--- src/hw/rtl/pttf_pkg.sv ---
// shared types and constants for the pid tagged tlb with fifo replacement
// no dependencies
`default_nettype none

package pttf_pkg;

    localparam int OP_W    = 3;
    localparam int PAGE_W  = 16;
    localparam int PID_W   = 8;
    localparam int FRAME_W = 12;
    localparam int SLOT_OUT_W = 4;

    localparam logic [OP_W-1:0] OP_LOOKUP    = 3'd0;
    localparam logic [OP_W-1:0] OP_INSERT    = 3'd1;
    localparam logic [OP_W-1:0] OP_INVAL     = 3'd2;
    localparam logic [OP_W-1:0] OP_FLUSH_PID = 3'd3;
    localparam logic [OP_W-1:0] OP_FLUSH_ALL = 3'd4;

    // command held for the whole walk and broadcast to every cell
    typedef struct packed {
        logic [OP_W-1:0]    op;
        logic [PAGE_W-1:0]  page;
        logic [PID_W-1:0]   pid;
        logic [FRAME_W-1:0] frame;
    } cmd_t;

endpackage

`default_nettype wire

--- src/hw/rtl/pid_tagged_tlb_fifo.sv ---
// fully associative tlb, pid and page tagged, fifo replacement, one slot per cell.
// each item walks as a token down the cell chain and is then committed in the done state;
// a new item is taken only once the previous one has committed, but a result may wait
// in the output register while the next item is taken.
// synchronous active-low reset empties the table at once, no clearing pass.
// depends on pttf_pkg and pttf_cell
`default_nettype none

module pid_tagged_tlb_fifo #(
    parameter int ENTRIES = 16
) (
    input  wire logic        aclk,
    input  wire logic        aresetn,
    input  wire logic        s_valid,
    output logic             s_ready,
    input  wire logic [2:0]  s_op,
    input  wire logic [15:0] s_page,
    input  wire logic [7:0]  s_pid,
    input  wire logic [11:0] s_frame,
    output logic             m_valid,
    input  wire logic        m_ready,
    output logic             m_hit,
    output logic [11:0]      m_frame_out,
    output logic [3:0]       m_slot,
    output logic             m_evicted
);

    localparam int SLOT_W = (ENTRIES > 1) ? $clog2(ENTRIES) : 1;
    localparam int CNT_W  = $clog2(ENTRIES + 1);
    localparam int TOK_W  = 3 * SLOT_W + 15;
    localparam int COM_W  = 2 * SLOT_W + 3;

    localparam logic [1:0] ST_IDLE = 2'd0;
    localparam logic [1:0] ST_WALK = 2'd1;
    localparam logic [1:0] ST_DONE = 2'd2;

    typedef struct packed {
        logic                         active;
        logic                         hit;
        logic [SLOT_W-1:0]            hit_slot;
        logic [pttf_pkg::FRAME_W-1:0] hit_frame;
        logic                         free;
        logic [SLOT_W-1:0]            free_slot;
        logic [SLOT_W-1:0]            old_slot;
    } tok_t;

    typedef struct packed {
        logic              ins;
        logic              evict;
        logic              flush_all;
        logic [SLOT_W-1:0] slot;
        logic [SLOT_W-1:0] new_rank;
    } commit_t;

    logic [1:0]     state_reg;
    logic [1:0]     state_next;
    pttf_pkg::cmd_t cmd_reg;
    tok_t           fin_reg;
    logic [CNT_W-1:0] count_reg;
    logic [CNT_W-1:0] count_next;

    logic                m_valid_reg;
    logic                m_hit_reg;
    logic [11:0]         m_frame_reg;
    logic [3:0]          m_slot_reg;
    logic                m_evicted_reg;

    logic [TOK_W-1:0]    tok_w [ENTRIES+1];
    logic [ENTRIES-1:0]  rm_req_w;
    logic [SLOT_W-1:0]   rm_rank_w [ENTRIES];
    logic                rm_any;
    logic [SLOT_W-1:0]   rm_rank;
    tok_t                tail_tok;
    tok_t                start_tok;
    commit_t             commit;

    logic s_xfer;
    logic fire;
    logic is_lookup;
    logic is_inval;
    logic is_insert;
    logic [SLOT_W-1:0] ins_slot;

    assign s_ready = (state_reg == ST_IDLE);
    assign s_xfer  = s_valid && s_ready;
    assign fire    = (state_reg == ST_DONE) && (!m_valid_reg || m_ready);

    assign is_lookup = (cmd_reg.op == pttf_pkg::OP_LOOKUP);
    assign is_inval  = (cmd_reg.op == pttf_pkg::OP_INVAL);
    assign is_insert = (cmd_reg.op == pttf_pkg::OP_INSERT);

    always_comb begin
        start_tok        = '0;
        start_tok.active = s_xfer;
    end

    assign tok_w[0] = start_tok;
    assign tail_tok = tok_t'(tok_w[ENTRIES]);

    // removal rank bus: only the cell holding the token can drive a nonzero rank
    always_comb begin
        rm_any  = |rm_req_w;
        rm_rank = '0;
        for (int i = 0; i < ENTRIES; i++) begin
            rm_rank = rm_rank | rm_rank_w[i];
        end
    end

    assign ins_slot = fin_reg.free ? fin_reg.free_slot : fin_reg.old_slot;

    always_comb begin
        commit           = '0;
        commit.ins       = fire && is_insert;
        commit.evict     = !fin_reg.free;
        commit.flush_all = fire && (cmd_reg.op == pttf_pkg::OP_FLUSH_ALL);
        commit.slot      = ins_slot;
        // a free slot exists only while count is below ENTRIES
        commit.new_rank  = fin_reg.free ? count_reg[SLOT_W-1:0] : SLOT_W'(ENTRIES - 1);
    end

    genvar g;
    generate
        for (g = 0; g < ENTRIES; g++) begin : g_cell
            pttf_cell #(
                .SLOT_W (SLOT_W),
                .IDX    (g)
            ) u_cell (
                .aclk        (aclk),
                .aresetn     (aresetn),
                .cmd         (cmd_reg),
                .tok_in      (tok_w[g]),
                .tok_out     (tok_w[g+1]),
                .rm_any      (rm_any),
                .rm_rank     (rm_rank),
                .rm_req      (rm_req_w[g]),
                .rm_rank_out (rm_rank_w[g]),
                .commit_in   (COM_W'(commit))
            );
        end
    endgenerate

    always_comb begin
        state_next = state_reg;
        unique case (state_reg)
            ST_IDLE: begin
                if (s_xfer) state_next = ST_WALK;
            end
            ST_WALK: begin
                if (tail_tok.active) state_next = ST_DONE;
            end
            ST_DONE: begin
                if (fire) state_next = ST_IDLE;
            end
            default: state_next = ST_IDLE;
        endcase
    end

    always_comb begin
        count_next = count_reg;
        if (commit.flush_all) begin
            count_next = '0;
        end else if (commit.ins && fin_reg.free) begin
            count_next = count_reg + CNT_W'(1);
        end else if ((state_reg == ST_WALK) && rm_any) begin
            count_next = count_reg - CNT_W'(1);
        end
    end

    always_ff @(posedge aclk) begin
        if (!aresetn) begin
            state_reg   <= ST_IDLE;
            count_reg   <= '0;
            m_valid_reg <= 1'b0;
        end else begin
            state_reg <= state_next;
            count_reg <= count_next;
            if (fire) begin
                m_valid_reg <= 1'b1;
            end else if (m_ready) begin
                m_valid_reg <= 1'b0;
            end
        end
    end

    always_ff @(posedge aclk) begin
        if (s_xfer) begin
            cmd_reg.op    <= s_op;
            cmd_reg.page  <= s_page;
            cmd_reg.pid   <= s_pid;
            cmd_reg.frame <= s_frame;
        end
        if ((state_reg == ST_WALK) && tail_tok.active) begin
            fin_reg <= tail_tok;
        end
        if (fire) begin
            m_hit_reg     <= (is_lookup || is_inval) && fin_reg.hit;
            m_frame_reg   <= (is_lookup && fin_reg.hit) ? fin_reg.hit_frame : '0;
            m_evicted_reg <= is_insert && !fin_reg.free;
            if (is_insert) begin
                m_slot_reg <= pttf_pkg::SLOT_OUT_W'(ins_slot);
            end else if ((is_lookup || is_inval) && fin_reg.hit) begin
                m_slot_reg <= pttf_pkg::SLOT_OUT_W'(fin_reg.hit_slot);
            end else begin
                m_slot_reg <= '0;
            end
        end
    end

    assign m_valid     = m_valid_reg;
    assign m_hit       = m_hit_reg;
    assign m_frame_out = m_frame_reg;
    assign m_slot      = m_slot_reg;
    assign m_evicted   = m_evicted_reg;

endmodule

`default_nettype wire

--- src/hw/rtl/pttf_cell.sv ---
// one tlb slot: entry contents, its fifo rank and one stage of the token chain
// depends on pttf_pkg
`default_nettype none

module pttf_cell #(
    parameter int SLOT_W = 4,
    parameter int IDX    = 0
) (
    input  wire logic                    aclk,
    input  wire logic                    aresetn,
    input  wire pttf_pkg::cmd_t          cmd,
    input  wire logic [3*SLOT_W+15-1:0]  tok_in,
    output logic      [3*SLOT_W+15-1:0]  tok_out,
    input  wire logic                    rm_any,
    input  wire logic [SLOT_W-1:0]       rm_rank,
    output logic                         rm_req,
    output logic      [SLOT_W-1:0]       rm_rank_out,
    input  wire logic [2*SLOT_W+3-1:0]   commit_in
);

    typedef struct packed {
        logic                         active;
        logic                         hit;
        logic [SLOT_W-1:0]            hit_slot;
        logic [pttf_pkg::FRAME_W-1:0] hit_frame;
        logic                         free;
        logic [SLOT_W-1:0]            free_slot;
        logic [SLOT_W-1:0]            old_slot;
    } tok_t;

    typedef struct packed {
        logic              ins;
        logic              evict;
        logic              flush_all;
        logic [SLOT_W-1:0] slot;
        logic [SLOT_W-1:0] new_rank;
    } commit_t;

    localparam logic [SLOT_W-1:0] MY_SLOT = SLOT_W'(IDX);

    tok_t    tok_reg;
    tok_t    tok_next;
    commit_t commit;

    logic                          valid_reg;
    logic [pttf_pkg::PAGE_W-1:0]   page_reg;
    logic [pttf_pkg::PID_W-1:0]    pid_reg;
    logic [pttf_pkg::FRAME_W-1:0]  frame_reg;
    logic [SLOT_W-1:0]             rank_reg;

    logic pid_match;
    logic full_match;
    logic take_hit;
    logic load_here;

    assign commit     = commit_t'(commit_in);
    assign pid_match  = valid_reg && (pid_reg == cmd.pid);
    assign full_match = pid_match && (page_reg == cmd.page);
    assign take_hit   = tok_reg.active && !tok_reg.hit && full_match &&
                        ((cmd.op == pttf_pkg::OP_LOOKUP) || (cmd.op == pttf_pkg::OP_INVAL));
    assign load_here  = commit.ins && (commit.slot == MY_SLOT);

    // only one cell holds the active token, so at most one removal per cycle
    assign rm_req = tok_reg.active &&
                    (((cmd.op == pttf_pkg::OP_INVAL) && take_hit) ||
                     ((cmd.op == pttf_pkg::OP_FLUSH_PID) && pid_match));
    assign rm_rank_out = rm_req ? rank_reg : '0;

    always_comb begin
        tok_next = tok_reg;
        if (take_hit) begin
            tok_next.hit       = 1'b1;
            tok_next.hit_slot  = MY_SLOT;
            tok_next.hit_frame = frame_reg;
        end
        if (tok_reg.active && (cmd.op == pttf_pkg::OP_INSERT)) begin
            if (!valid_reg && !tok_reg.free) begin
                tok_next.free      = 1'b1;
                tok_next.free_slot = MY_SLOT;
            end
            if (valid_reg && (rank_reg == '0)) begin
                tok_next.old_slot = MY_SLOT;
            end
        end
    end

    assign tok_out = tok_next;

    always_ff @(posedge aclk) begin
        if (!aresetn) begin
            tok_reg   <= '0;
            valid_reg <= 1'b0;
        end else begin
            tok_reg <= tok_t'(tok_in);
            if (commit.flush_all || rm_req) begin
                valid_reg <= 1'b0;
            end else if (load_here) begin
                valid_reg <= 1'b1;
            end
        end
    end

    // contents and rank only mean something while the slot is valid
    always_ff @(posedge aclk) begin
        if (load_here) begin
            page_reg  <= cmd.page;
            pid_reg   <= cmd.pid;
            frame_reg <= cmd.frame;
            rank_reg  <= commit.new_rank;
        end else if (commit.ins && commit.evict) begin
            rank_reg <= rank_reg - SLOT_W'(1);
        end else if (rm_any && (rank_reg > rm_rank)) begin
            rank_reg <= rank_reg - SLOT_W'(1);
        end
    end

endmodule

`default_nettype wire

--- config.mk ---
export PLATFORM = sky130hd
export DESIGN_NAME = pid_tagged_tlb_fifo
export DESIGN_NICKNAME = d
export VERILOG_FILES = /design/src/hw/rtl/pttf_pkg.sv /design/src/hw/rtl/pid_tagged_tlb_fifo.sv /design/src/hw/rtl/pttf_cell.sv
export SDC_FILE = /design/constraint.sdc
export NUM_CORES = 2
export LEC_CHECK = 0
export BUFFER_PORTS_ARGS = -buffer_cell sky130_fd_sc_hd__buf_4
export CAP_MARGIN = 20
export CORE_MARGIN = 4
export CORE_UTILIZATION = 55
export DETAILED_ROUTE_END_ITERATION = 8
export HOLD_SLACK_MARGIN = 0.05
export PLACE_DENSITY = 0.71
export SLEW_MARGIN = 30
export SYNTH_ARGS = -nofsm -noshare
export SYNTH_HDL_FRONTEND = slang
export SYNTH_HIERARCHICAL = 1
export SYNTH_SLANG_ARGS = --single-unit
--- constraint.sdc ---
create_clock -name aclk -period 6.4 [get_ports aclk]
set_input_delay 1.28 -clock aclk [delete_from_list [all_inputs] [get_ports aclk]]
set_output_delay 1.28 -clock aclk [all_outputs]
set_load 0.05 [all_outputs]
==> results.md <==
Place:
- The post-detailed-placement half-perimeter wirelength is 67100 um.
- The total of buffers placed on input and output ports is 62.
- The routability congestion estimate from global placement is 0.898.

Synth:
- The cell area that synthesis handed to floorplanning was 48400 um^2.
- In this run the biggest area consumer among cell types represents 44.8% of the synthesized area.
- In this run, distinct cell masters in the synthesized netlist total 54.
- The synthesized design spends more area on one cell type than any other, namely sky130_fd_sc_hd__edfxtp_1.
- The number of cells produced by synthesis is 3501.
- The sequential element share of the synthesized area is 63.7%.
- The synthesized design contains 723 enable-type register cells.
- For this run, asynchronously set or reset flops after synthesis account for 0%.
- After synthesis, the mean cell area works out to 13.8 um^2.
- The synthesized design contains 1178 register bits.
- Yosys attributes the largest share of cell area to sky130_fd_sc_hd__edfxtp_1, sky130_fd_sc_hd__dfxtp_1, sky130_fd_sc_hd__and2_1, sky130_fd_sc_hd__xnor2_1, sky130_fd_sc_hd__mux2_2.
- For this run, the leading register cell type out of synthesis is sky130_fd_sc_hd__edfxtp_1.
- The number of warning messages in the yosys log is 6.

Layout:
- The layout cell share with drive strength beyond 1 is 17.1%.
- In the layout the commonest cells are sky130_fd_sc_hd__edfxtp_1, sky130_fd_sc_hd__and2_1, sky130_fd_sc_hd__dfxtp_1, sky130_fd_sc_hd__xnor2_1, sky130_fd_sc_hd__buf_4.
- The layout filler cell count is 6525.
- The number of nets at the end of the flow is 3862.
- The register with the most flip-flops in the layout has 416 of them.
- The commonest non-fill, non-tap cell in the layout is sky130_fd_sc_hd__edfxtp_1.
- The antenna diode count is 0.
- The synthesis-to-layout area growth is 13.2%.

Worst setup path:
- STA classifies the critical path startpoint as a register.
- The startpoint identified for the worst register-to-register timing path is cmd_reg[23]$_DFFE_PP_.
- Data arrives at the worst endpoint at 5.39 ns.
- The capture point of the worst reg-to-reg path is g_cell[10].u_cell/rank_reg[3]$_DFFE_PP_.
- The reg2reg setup slack is 1.32 ns.
- The category of the most critical setup path is register to register.
- The kind of end point of the critical path is a register.
- In this run the worst path has a maximum fanout of 32.
- The number of cells on the worst reg-to-reg path is 14.
- The data required time of the critical path is 6.71 ns.

STA:
- The worst path in the final design needs a cycle of 5.08 ns, including I/O delays and setup.
- Setup repair after global routing left no endpoint under its margin.
- The final sum of negative setup slack is 0 ns.
- The final count of hold timing violations was 0.
- The max-slew violation total from the final report came to 0.
- The measured slew at the worst slew-check pin is 1.11 ns.
- The post-route clock period utilization is 79.3%.
- Clock skew on the completed layout was measured at 0.0342 ns.
- The final setup violation count is 0.
- The highest clock rate is 197 MHz.
- In this run the tightest slew margin relative to its limit is 25.7%.

Global route:
- The maximum number of pins on one net before global-route repair is 205.
- The number of antenna violations at the first check in global routing is 2.
- The first-pass GRT wire length is 159000 um.
- Global routing used 22.0% of the available tracks.
- After global routing the overflow that remains totals 0.
- The via count of the first global-routing pass is 26200.

Floorplan:
- The core box area is 87000 um^2.
- The floorplan has 108 rows.
- The initial standard-cell utilization of the core is 55.6%.
- The die extent in y is 305 um.
- The floorplan step defined a die boundary enclosing 92800 um^2.
- The floorplan step set the die width to 305 um.
- The top-level I/O count is 63.

Pwr:
- The total net switching power is 3.09 mW.
- The sequential power share is 52.5%.
- The internal power component is 12.4 mW.
- Of the total power, combinational logic draws 2.5%.
- Net switching is 20.0% of the power.
- The sum of internal, switching and leakage power is 15.5 mW.
- The clock network fraction of total power is 45.0%.
- Dividing total power by cell area gives a power density of 283 nW/um^2.
- In this run the static leakage power is 20.1 nW.
- The worst-case IR drop observed on VDD is 201 uV.

Route:
- The routed design has 103000 um of wire.
- Dividing the detail-routed wire length by the instance count gives 20.7 um.
- The initial detailed-routing violation count is 2395.
- The detail-routed via count per cell is 5.34.
- Detailed routing inserted a total of 26600 vias.
- The pre-antenna-repair detailed-routing pass consisted of 6 iterations.
- The detailed-route DRC error count is 0.
- The number of nets with antenna violations after routing is 0.

Clock network:
- Clock tree synthesis inserted a total of 117 buffers.
- The number of buffers added for setup after CTS is 0.
- CTS built an H-tree with a depth of 3.
- The root cell of the clock tree is sky130_fd_sc_hd__clkbuf_16.
- The number of gates given a new drive strength after cts is 0.
- The CTS tree is done.
- The source-to-sink clock delay at the later pin of the worst-skew pair is 0.69 ns.
- The maximum count of clock buffers along a single path is 3.
- The clock net in this run drives a total of 1178 sinks.
- The count of hold buffers inserted by post-cts repair is 0.
- After clock tree synthesis, the clock-pin slew on the worst setup and hold paths is 0.06 ns.

Status:
- The flow ran to the end, and the final reports show no timing, DRC or antenna violations.

Min path:
- The startpoint of the worst hold path is cmd_reg[26]$_DFFE_PP_.
- The hold-critical path endpoint is g_cell[12].u_cell/page_reg[6]$_DFFE_PP_.
- The class of the most critical hold timing path is register to register.
- The worst hold path passes through 0 cells.

Job:
- The number of max-cap violations is 0.
==> through the flow <==
stage                     utilization [%]  worst slack [ns]  hold WS (ns)  cell area, um^2  instances
after CTS                            62.9              1.43         0.451            54800       4976
after global placement               58.2              1.22         0.433            50700       4748
after detailed placement             58.3              1.43         0.437            50800       4753
final                                63.0              1.32         0.451            54800       4979
after global routing                 63.0              1.06         0.480            54800       4979
after floorplan                         -              1.11         0.441            48500       3526
==> Yosys cell counts, types with 52 or more instances <==
cell / instances
sky130_fd_sc_hd__edfxtp_1: 723
sky130_fd_sc_hd__and2_1: 512
sky130_fd_sc_hd__dfxtp_1: 455
sky130_fd_sc_hd__xnor2_1: 356
sky130_fd_sc_hd__mux2_2: 131
sky130_fd_sc_hd__nand2b_1: 109
sky130_fd_sc_hd__ha_1: 98
sky130_fd_sc_hd__nand4_1: 94
sky130_fd_sc_hd__inv_1: 92
sky130_fd_sc_hd__mux2_4: 80
sky130_fd_sc_hd__nor3_1: 77
sky130_fd_sc_hd__nand2_1: 71
sky130_fd_sc_hd__nor2_1: 66
sky130_fd_sc_hd__o21ai_0: 63
sky130_fd_sc_hd__a21oi_1: 62
sky130_fd_sc_hd__xor2_1: 61
sky130_fd_sc_hd__nor2b_1: 52
==> how the worst max path moves through the flow <==
| stage | start | to | slack [ns] | cells past startpoint |
|---|---|---|---|---|
| finish | cmd_reg[23]$_DFFE_PP_ | g_cell[10].u_cell/rank_reg[3]$_DFFE_PP_ | 1.32 | 14 |
| global route | cmd_reg[15]$_DFFE_PP_ | g_cell[10].u_cell/rank_reg[3]$_DFFE_PP_ | 1.06 | 14 |
| CTS | cmd_reg[15]$_DFFE_PP_ | g_cell[10].u_cell/rank_reg[3]$_DFFE_PP_ | 1.43 | 14 |
| detailed placement | cmd_reg[15]$_DFFE_PP_ | g_cell[10].u_cell/rank_reg[3]$_DFFE_PP_ | 1.43 | 14 |
| global placement | cmd_reg[25]$_DFFE_PP_ | g_cell[0].u_cell/rank_reg[3]$_DFFE_PP_ | 1.22 | 14 |
| floorplan | m_ready | g_cell[4].u_cell/rank_reg[3]$_DFFE_PP_ | 1.11 | 5 |
==> power groups by stage <==
stage               clock network [mW]  logic (mW)  registers, mW
CTS                               7.13       0.392           8.14
floorplan                            0       0.201           8.32
detailed placement                   0       0.390           8.30
global placement                     0       0.383           8.30
finish                            6.98       0.393           8.14
global route                      7.46       0.430           8.14
==> critical path, cell delays in order (launching register included) <==
cell,delay (ns)
sky130_fd_sc_hd__edfxtp_1,0.34
sky130_fd_sc_hd__buf_4,0.42
sky130_fd_sc_hd__xnor2_1,0.20
sky130_fd_sc_hd__nand4_1,0.15
sky130_fd_sc_hd__nor3_1,0.83
sky130_fd_sc_hd__a21oi_1,0.36
sky130_fd_sc_hd__nor3b_1,0.31
sky130_fd_sc_hd__nor4_1,0.12
sky130_fd_sc_hd__nand4_1,0.75
sky130_fd_sc_hd__inv_1,0.11
sky130_fd_sc_hd__ha_1,0.33
sky130_fd_sc_hd__o21ai_0,0.10
sky130_fd_sc_hd__nand2b_1,0.09
sky130_fd_sc_hd__a21oi_1,0.06
sky130_fd_sc_hd__o21ai_0,0.49
==> area by class of cell <==
cell class	instances	area (um^2)	area share (%)
Clock inverter	58	602	1.10
Timing Repair Buffer	148	1240	2.26
Clock buffer	165	3400	6.20
Inverter	92	345	0.630
Tap cell	1155	1450	2.64
Multi-Input combinational cell	2183	17000	31.0
Sequential cell	1178	30800	56.2
==> kinds of logic after synthesis <==
group | Yosys count | synth area share [%]
mux | 215 | 5.61
other cells | 1 | 0.00775
buf+inv | 165 | 1.65
flops | 1178 | 63.7
simple gates | 1260 | 17.0
fa+ha+maj | 99 | 2.57
compound gates | 166 | 1.98
xor+xnor | 417 | 7.54
==> metal layers <==
layer / part of all wire [%] / track usage, % / up-vias
met2: 45 / 34.3 / 739
met4: 3.1 / 7.71 / 2
met3: 6.7 / 4.26 / 199
met5: 0.014 / 0 / -
met1: 45 / 31.2 / 12900
li1: - / - / 12700
(Power assumes the default switching activity.)
